<file path="config.mk">
export PLATFORM = sky130hd
export DESIGN_NAME = card_number_luhn_classifier_unit_flat
export DESIGN_NICKNAME = d
export VERILOG_FILES = /design/src/sv/cnlc_pkg.sv /design/src/sv/cnlc_if.sv /design/src/sv/cnlc_bcd_conv.sv /design/src/sv/card_number_luhn_classifier_unit.sv /design/src/flat_wrapper.sv
export SDC_FILE = /design/constraint.sdc
export NUM_CORES = 1
export LEC_CHECK = 0
export ABC_AREA = 1
export BUFFER_PORTS_ARGS = -buffer_cell sky130_fd_sc_hd__buf_2
export CAP_MARGIN = 20
export CORE_MARGIN = 2
export CORE_UTILIZATION = 61
export CTS_BUF_LIST = sky130_fd_sc_hd__clkbuf_16
export CTS_CLUSTER_SIZE = 14
export DETAILED_ROUTE_END_ITERATION = 6
export PLACE_DENSITY = 0.81
export SKIP_CTS_REPAIR_TIMING = 1
export SYNTH_ARGS = -nofsm -noshare
export SYNTH_HDL_FRONTEND = slang
export SYNTH_HIERARCHICAL = 1
export SYNTH_SLANG_ARGS = --single-unit
</file>
<file path="constraint.sdc">
create_clock -name clk -period 5.05 [get_ports clk]
set_clock_uncertainty 0.1 [all_clocks]
set_input_delay 0.505 -clock clk [delete_from_list [all_inputs] [get_ports clk]]
set_output_delay 0.505 -clock clk [all_outputs]
set_load 0.02 [all_outputs]
</file>
<file path="src/sv/cnlc_pkg.sv">
// Shared types, constants and helpers for the card number Luhn classifier.
// No dependencies; every other file of the block depends on this package.
package cnlc_pkg;

    localparam int NUM_BITS   = 63;
    localparam int DIGIT_W    = 4;
    localparam int NUM_DIGITS = 19;
    localparam int MAX_DIGITS = 19;
    localparam int BIT_CNT_W  = $clog2(NUM_BITS);
    localparam int CNT_W      = $clog2(NUM_DIGITS + 1);
    localparam int BCD_W      = NUM_DIGITS * DIGIT_W;

    localparam logic [1:0] BRAND_NONE  = 2'd0;
    localparam logic [1:0] BRAND_FOUR  = 2'd1;
    localparam logic [1:0] BRAND_THREE = 2'd2;
    localparam logic [1:0] BRAND_FIVE  = 2'd3;

    localparam logic [CNT_W-1:0] LEN_13 = CNT_W'(13);
    localparam logic [CNT_W-1:0] LEN_15 = CNT_W'(15);
    localparam logic [CNT_W-1:0] LEN_16 = CNT_W'(16);

    typedef enum logic [1:0] {
        ST_IDLE,
        ST_CONV,
        ST_SCAN,
        ST_FINISH
    } cnlc_state_t;

    typedef struct packed {
        logic start;
        logic shift;
    } cnlc_conv_ctrl_t;

    typedef struct packed {
        logic busy;
        logic done;
    } cnlc_conv_stat_t;

    // digit sum of twice a decimal digit
    function automatic logic [DIGIT_W-1:0] dbl_digit_sum(input logic [DIGIT_W-1:0] d);
        logic [DIGIT_W-1:0] r;
        begin
            unique case (d)
                4'd0:    r = 4'd0;
                4'd1:    r = 4'd2;
                4'd2:    r = 4'd4;
                4'd3:    r = 4'd6;
                4'd4:    r = 4'd8;
                4'd5:    r = 4'd1;
                4'd6:    r = 4'd3;
                4'd7:    r = 4'd5;
                4'd8:    r = 4'd7;
                4'd9:    r = 4'd9;
                default: r = 4'd0;
            endcase
            return r;
        end
    endfunction

endpackage

</file>
<file path="src/sv/cnlc_if.sv">
// Valid/ready channel interfaces for card numbers in and classification results out.
// Depends on cnlc_pkg for field widths.
interface cnlc_in_if;
    logic                           valid;
    logic                           ready;
    logic [cnlc_pkg::NUM_BITS-1:0]  card_number;

    modport source (output valid, output card_number, input ready);
    modport sink   (input valid, input card_number, output ready);
endinterface

interface cnlc_out_if;
    logic                           valid;
    logic                           ready;
    logic [1:0]                     brand;
    logic                           luhn_ok;
    logic [cnlc_pkg::CNT_W-1:0]     digit_count;

    modport source (output valid, output brand, output luhn_ok, output digit_count,
                    input ready);
    modport sink   (input valid, input brand, input luhn_ok, input digit_count,
                    output ready);
endinterface

</file>
<file path="src/sv/cnlc_bcd_conv.sv">
// Bit-serial binary to BCD converter (shift and add-3), with a digit shift-out path.
// Depends on cnlc_pkg.
module cnlc_bcd_conv (
    input  logic                            clk,
    input  logic                            rst_n,
    input  cnlc_pkg::cnlc_conv_ctrl_t       ctrl,
    input  logic [cnlc_pkg::NUM_BITS-1:0]   number,
    output cnlc_pkg::cnlc_conv_stat_t       stat,
    output logic [cnlc_pkg::DIGIT_W-1:0]    lsd
);
    import cnlc_pkg::*;

    logic [NUM_BITS-1:0]  bin_reg;
    logic [BCD_W-1:0]     bcd_reg;
    logic [BCD_W-1:0]     adj;
    logic [BIT_CNT_W-1:0] bit_cnt_reg, bit_cnt_next;
    logic                 busy_reg, busy_next;
    logic                 done_reg, done_next;

    always_comb
    begin
        for (int i = 0; i < NUM_DIGITS; i++)
        begin
            if (bcd_reg[i*DIGIT_W +: DIGIT_W] >= 4'd5)
                adj[i*DIGIT_W +: DIGIT_W] = bcd_reg[i*DIGIT_W +: DIGIT_W] + 4'd3;
            else
                adj[i*DIGIT_W +: DIGIT_W] = bcd_reg[i*DIGIT_W +: DIGIT_W];
        end
    end

    always_comb
    begin
        busy_next    = busy_reg;
        done_next    = 1'b0;
        bit_cnt_next = bit_cnt_reg;
        if (ctrl.start)
        begin
            busy_next    = 1'b1;
            bit_cnt_next = '0;
        end
        else if (busy_reg)
        begin
            bit_cnt_next = bit_cnt_reg + 1'b1;
            if (bit_cnt_reg == BIT_CNT_W'(NUM_BITS - 1))
            begin
                busy_next = 1'b0;
                done_next = 1'b1;
            end
        end
    end

    always_ff @(posedge clk or negedge rst_n)
    begin
        if (!rst_n)
        begin
            busy_reg    <= 1'b0;
            done_reg    <= 1'b0;
            bit_cnt_reg <= '0;
        end
        else
        begin
            busy_reg    <= busy_next;
            done_reg    <= done_next;
            bit_cnt_reg <= bit_cnt_next;
        end
    end

    always_ff @(posedge clk)
    begin
        if (ctrl.start)
        begin
            bin_reg <= number;
            bcd_reg <= '0;
        end
        else if (busy_reg)
        begin
            bin_reg <= {bin_reg[NUM_BITS-2:0], 1'b0};
            bcd_reg <= {adj[BCD_W-2:0], bin_reg[NUM_BITS-1]};
        end
        else if (ctrl.shift)
        begin
            // least significant digit leaves first
            bcd_reg <= {{DIGIT_W{1'b0}}, bcd_reg[BCD_W-1:DIGIT_W]};
        end
    end

    assign stat.busy = busy_reg;
    assign stat.done = done_reg;
    assign lsd       = bcd_reg[DIGIT_W-1:0];

endmodule

</file>
<file path="src/sv/card_number_luhn_classifier_unit.sv">
// Card number Luhn classifier: top level.
// Flow: an input beat is converted bit by bit in the shift-and-add-3 converter, a handoff
// step follows, the digits are scanned least significant first, then the result is finished.
// A new card number is taken only in the idle state, once the previous one has finished; the next
// beat is taken even while a result waits in the output register, but finish stalls on it.
// Reset: rst_n asynchronous, active low; clears the state machine and valid flags.
module card_number_luhn_classifier_unit (
    input  logic        clk,
    input  logic        rst_n,
    cnlc_in_if.sink     card_in,
    cnlc_out_if.source  result_out
);
    import cnlc_pkg::*;

    cnlc_state_t          state_reg, state_next;
    cnlc_conv_ctrl_t      conv_ctrl;
    cnlc_conv_stat_t      conv_stat;
    logic [DIGIT_W-1:0]   digit;

    logic [CNT_W-1:0]     idx_reg;
    logic [CNT_W-1:0]     cnt_reg;
    logic [DIGIT_W-1:0]   sum_reg;
    logic [DIGIT_W-1:0]   lead1_reg;
    logic [DIGIT_W-1:0]   lead2_reg;
    logic [DIGIT_W-1:0]   prev_reg;

    logic                 out_valid_reg;
    logic [1:0]           out_brand_reg;
    logic                 out_ok_reg;
    logic [CNT_W-1:0]     out_cnt_reg;

    logic                 scan_last;
    logic                 out_free;
    logic                 finish;
    logic [DIGIT_W-1:0]   addend;
    logic [DIGIT_W:0]     sum_raw;
    logic [DIGIT_W-1:0]   sum_next;
    logic                 num_valid;
    logic                 ok;
    logic [1:0]           brand;

    cnlc_bcd_conv u_conv (
        .clk    (clk),
        .rst_n  (rst_n),
        .ctrl   (conv_ctrl),
        .number (card_in.card_number),
        .stat   (conv_stat),
        .lsd    (digit)
    );

    assign scan_last = (idx_reg == CNT_W'(NUM_DIGITS - 1));
    assign out_free  = !out_valid_reg || result_out.ready;

    // next state
    always_comb
    begin
        state_next = state_reg;
        unique case (state_reg)
            ST_IDLE:   if (card_in.valid) state_next = ST_CONV;
            ST_CONV:   if (conv_stat.done) state_next = ST_SCAN;
            ST_SCAN:   if (scan_last) state_next = ST_FINISH;
            ST_FINISH: if (out_free) state_next = ST_IDLE;
            default:   state_next = ST_IDLE;
        endcase
    end

    // control outputs
    always_comb
    begin
        card_in.ready   = 1'b0;
        conv_ctrl.start = 1'b0;
        conv_ctrl.shift = 1'b0;
        finish          = 1'b0;
        unique case (state_reg)
            ST_IDLE:
            begin
                card_in.ready   = 1'b1;
                conv_ctrl.start = card_in.valid;
            end
            ST_CONV:   ;
            ST_SCAN:   conv_ctrl.shift = 1'b1;
            ST_FINISH: finish = out_free;
            default:   ;
        endcase
    end

    always_ff @(posedge clk or negedge rst_n)
    begin
        if (!rst_n)
            state_reg <= ST_IDLE;
        else
            state_reg <= state_next;
    end

    // Luhn sum kept modulo ten; even positions (from the right, counting from zero) as is
    assign addend   = idx_reg[0] ? dbl_digit_sum(digit) : digit;
    assign sum_raw  = {1'b0, sum_reg} + {1'b0, addend};
    assign sum_next = (sum_raw >= 5'd10) ? DIGIT_W'(sum_raw - 5'd10)
                                         : sum_raw[DIGIT_W-1:0];

    always_ff @(posedge clk)
    begin
        if (conv_ctrl.start)
        begin
            idx_reg   <= '0;
            cnt_reg   <= '0;
            sum_reg   <= '0;
            lead1_reg <= '0;
            lead2_reg <= '0;
            prev_reg  <= '0;
        end
        else if (conv_ctrl.shift)
        begin
            idx_reg  <= idx_reg + 1'b1;
            sum_reg  <= sum_next;
            prev_reg <= digit;
            // highest nonzero digit seen so far sets length and prefix
            if (digit != '0)
            begin
                cnt_reg   <= idx_reg + 1'b1;
                lead1_reg <= digit;
                lead2_reg <= prev_reg;
            end
        end
    end

    assign num_valid = (cnt_reg != '0) && (cnt_reg <= CNT_W'(MAX_DIGITS));
    assign ok        = num_valid && (sum_reg == '0);

    always_comb
    begin
        brand = BRAND_NONE;
        priority if (!ok)
            brand = BRAND_NONE;
        else if (lead1_reg == 4'd4 && (cnt_reg == LEN_13 || cnt_reg == LEN_16))
            brand = BRAND_FOUR;
        else if (lead1_reg == 4'd3 && (lead2_reg == 4'd4 || lead2_reg == 4'd7)
                 && cnt_reg == LEN_15)
            brand = BRAND_THREE;
        else if (lead1_reg == 4'd5 && lead2_reg >= 4'd1 && lead2_reg <= 4'd5
                 && cnt_reg == LEN_16)
            brand = BRAND_FIVE;
        else
            brand = BRAND_NONE;
    end

    always_ff @(posedge clk or negedge rst_n)
    begin
        if (!rst_n)
            out_valid_reg <= 1'b0;
        else if (finish)
            out_valid_reg <= 1'b1;
        else if (result_out.ready)
            out_valid_reg <= 1'b0;
    end

    always_ff @(posedge clk)
    begin
        if (finish)
        begin
            out_brand_reg <= brand;
            out_ok_reg    <= ok;
            out_cnt_reg   <= cnt_reg;
        end
    end

    assign result_out.valid       = out_valid_reg;
    assign result_out.brand       = out_brand_reg;
    assign result_out.luhn_ok     = out_ok_reg;
    assign result_out.digit_count = out_cnt_reg;

endmodule
</file>
<file path="src/flat_wrapper.sv">
// flat-port wrapper written by rule: the top's interface ports become plain ports
module card_number_luhn_classifier_unit_flat import cnlc_pkg::*;
  (clk, rst_n, card_in_valid, card_in_card_number, card_in_ready, result_out_valid, result_out_brand, result_out_luhn_ok, result_out_digit_count, result_out_ready);
  cnlc_in_if card_in_i ();
  cnlc_out_if result_out_i ();
  input  logic clk;
  input  logic rst_n;
  input wire logic [$bits(card_in_i.valid)-1:0] card_in_valid;
  input wire logic [$bits(card_in_i.card_number)-1:0] card_in_card_number;
  output wire logic [$bits(card_in_i.ready)-1:0] card_in_ready;
  output wire logic [$bits(result_out_i.valid)-1:0] result_out_valid;
  output wire logic [$bits(result_out_i.brand)-1:0] result_out_brand;
  output wire logic [$bits(result_out_i.luhn_ok)-1:0] result_out_luhn_ok;
  output wire logic [$bits(result_out_i.digit_count)-1:0] result_out_digit_count;
  input wire logic [$bits(result_out_i.ready)-1:0] result_out_ready;
  assign card_in_i.valid = card_in_valid;
  assign card_in_i.card_number = card_in_card_number;
  assign card_in_ready = card_in_i.ready;
  assign result_out_valid = result_out_i.valid;
  assign result_out_brand = result_out_i.brand;
  assign result_out_luhn_ok = result_out_i.luhn_ok;
  assign result_out_digit_count = result_out_i.digit_count;
  assign result_out_i.ready = result_out_ready;
  card_number_luhn_classifier_unit u_core (.clk(clk), .rst_n(rst_n), .card_in(card_in_i), .result_out(result_out_i));
endmodule
</file>
==> qor.yml <==
clock_network:
  cts_tree: "done"
  cts.clk_slew.worst_paths_ps: 70
  numCtsBuffers: 17
  cts.path.max_buffers: 2
  cts_num_sinks: 184
  root_buffer: "clkbuf_16"
  clock_latency_ps: 430
  cts-htree-levels: 4
place:
  portBuffers: 76
  place_area_mm2: 0.0106
  dp.final_hpwl_um: 13100
  gp_congestion: 0.837
sta:
  finalSetupViolCount: 0
  fmax_mhz: 276
  tightest_slew_ps: 1060
  slew_violations: 0
  finalHoldViolCount: 0
  tns_ps: 0
  fin_crit_sh_pct: 71.8
  rsz0062_at_grt: "no"
  slew_headroom_pct: 29.3
  period_needed_ps: 3620
setup_path:
  worstRegToRegCells: 7
  rr_endpoint: "u_core/u_conv/bin_reg[49]$_DFFE_PP_"
  crit_required_ps: 5050
  critPathSlowestCell: "nand2_2"
  reg2reg_slack_ps: 1430
  r2r_start: "u_core/state_reg[0]$_DFFE_PN0P_"
  crit_path_end_kind: "flop"
  max_stage_delay_ps: 910
  cp_max_fo: 52
  criticalPathCategory: "reg -> reg"
  start_kind: "flop"
  crit_chain: "inv_1 > ha_1 > nand2_1 > inv_2 > clkinv_2 > nand2_2 > buf_4"
  cp.arrival_ps: 3620
layout:
  synthToLayoutAreaGrowth_pct: 8.35
  stdcell_area_mm2: 0.0112
  largest_reg_flops: 76
  final_nets: 1487
  drive_gt1_share_pct: 10.5
  antenna_cells: 0
floorplan:
  start_util_pct: 62.3
  io_pins: 77
  die-area_mm2: 0.0180
  rows: 47
  core_area_mm2: 0.0166
  die_y_um: 134
  dieWidth_um: 134
yosys:
  syn_area_per_cell_um2: 7.78
  synth_cells: 1329
  synth_fp_nets: 1448
  synth-warning-count: 6
  syn-cell-area_mm2: 0.0103
status:
  status: "finished, final reports clean"
drt:
  vias: 8685
  drc_errors: 0
  firstDrtPassIters: 5
  wirelength_um: 20800
  drt_iter0_markers: 723
  post_drt_via_cell_ratio: 5.42
  drtAntennaViolNets: 0
  wl_per_cell_um: 13.0
worst_hold_path:
  hold_depth: 4
  hold_path.class: "in -> reg"
  holdPathEnd: "u_core/result_out.valid$_DFFE_PN0P_"
  worstHoldStart: "result_out_ready"
grt:
  grt_overflow: 0
  grt_pass1_vias: 7818
  grt_max_degree: 97
  antenna_found_initial: 0
  grt.total_usage_pct: 23.3
  grt_pass1_wl_um: 34800
flow_run:
  maxCapViolations: 0
pwr:
  p_leak_nw: 5.40
  p_per_area_mw_per_mm2: 542
  peakVddDrop_uv: 307
[stage by stage]
stage / util, % / setup WS [ps] / power (mW) / hold WS, ps / instances
2_1_floorplan: - / 1350 / 4.36 / 109 / 1329
3_3_place_gp: 64.1 / 1480 / 4.71 / 284 / 1568
3_5_place_dp: 64.1 / 1410 / 4.81 / 286 / 1568
4_1_cts: 67.5 / 1410 / 6.09 / -180 / 1600
5_1_grt: 67.5 / 1090 / 6.59 / 236 / 1601
6_report: 67.5 / 1430 / 6.07 / 229 / 1601
[worst max-delay path, delay by kind of cell (launching register included)]
kind                       cells  cell delay, ps
and+or+nand+nor                2            1280
buffers and inverters          4            1220
DFF                            1             410
adders and majority gates      1             200
[area by class of cell]
type / instances / area, um2
Clock inverter: 14 / 108
Clock buffer: 18 / 450
Timing Repair Buffer: 82 / 428
Sequential cell: 184 / 4450
Inverter: 175 / 668
Tap cell: 220 / 275
Fill cell: 1330 / 5390
Multi-Input combinational cell: 908 / 4820
[report_power, final]
part           switching, mW  total, mW  internal, mW
sequential             0.322       2.48          2.16
combinational           1.47       2.33         0.863
clock                  0.598       1.27         0.670
total                   2.39       6.07          3.69
[cell usage in the layout (no fill, tap or decap), types with 2 or more instances in the layout]
master     count
a211oi_1       7
a211oi_2      11
a21oi_1      100
a21oi_2        3
a22oi_1        2
a31oi_1       16
buf_2         76
buf_4          5
clkbuf_16     18
clkinv_1       2
clkinv_4       3
dfrtp_1       11
dfxtp_1      102
edfxtp_1      71
ha_1          51
inv_1        167
inv_2          7
inv_6          5
inv_8          3
nand2_1      387
nand2_2        3
nand3_1       69
nand4_1       21
nor2_1        34
nor3_1         4
o211ai_1       4
o21ai_0      104
o21ai_1       35
o21ai_2        2
o21bai_1       2
o22ai_1        2
xor2_1        36
[worst max-delay path by stage]
stage                                          startpoint                                     end  slack, ps  depth (start not counted)
after floorplan           u_core/state_reg[0]$_DFFE_PN0P_  u_core/u_conv/bin_reg[0]$_SDFFCE_PN0P_       1350                         10
final                     u_core/state_reg[0]$_DFFE_PN0P_     u_core/u_conv/bin_reg[49]$_DFFE_PP_       1430                          7
after global routing      u_core/state_reg[0]$_DFFE_PN0P_     u_core/u_conv/bin_reg[49]$_DFFE_PP_       1090                          7
after CTS                 u_core/state_reg[0]$_DFFE_PN0P_     u_core/u_conv/bin_reg[49]$_DFFE_PP_       1410                          7
after detailed placement  u_core/state_reg[0]$_DFFE_PN0P_     u_core/u_conv/bin_reg[49]$_DFFE_PP_       1410                          7
after global placement    u_core/state_reg[0]$_DFFE_PN0P_     u_core/u_conv/bin_reg[51]$_DFFE_PP_       1480                          7
[routing by layer]
metal  track usage, %  wire length [um]  vias up
met5                0                 0        -
met4             7.78               256        0
met3             3.33               924       18
met2             38.9              9690      214
met1             31.4              9950     4006
li1                 -                 -     4447
(Power assumes the default switching activity.)
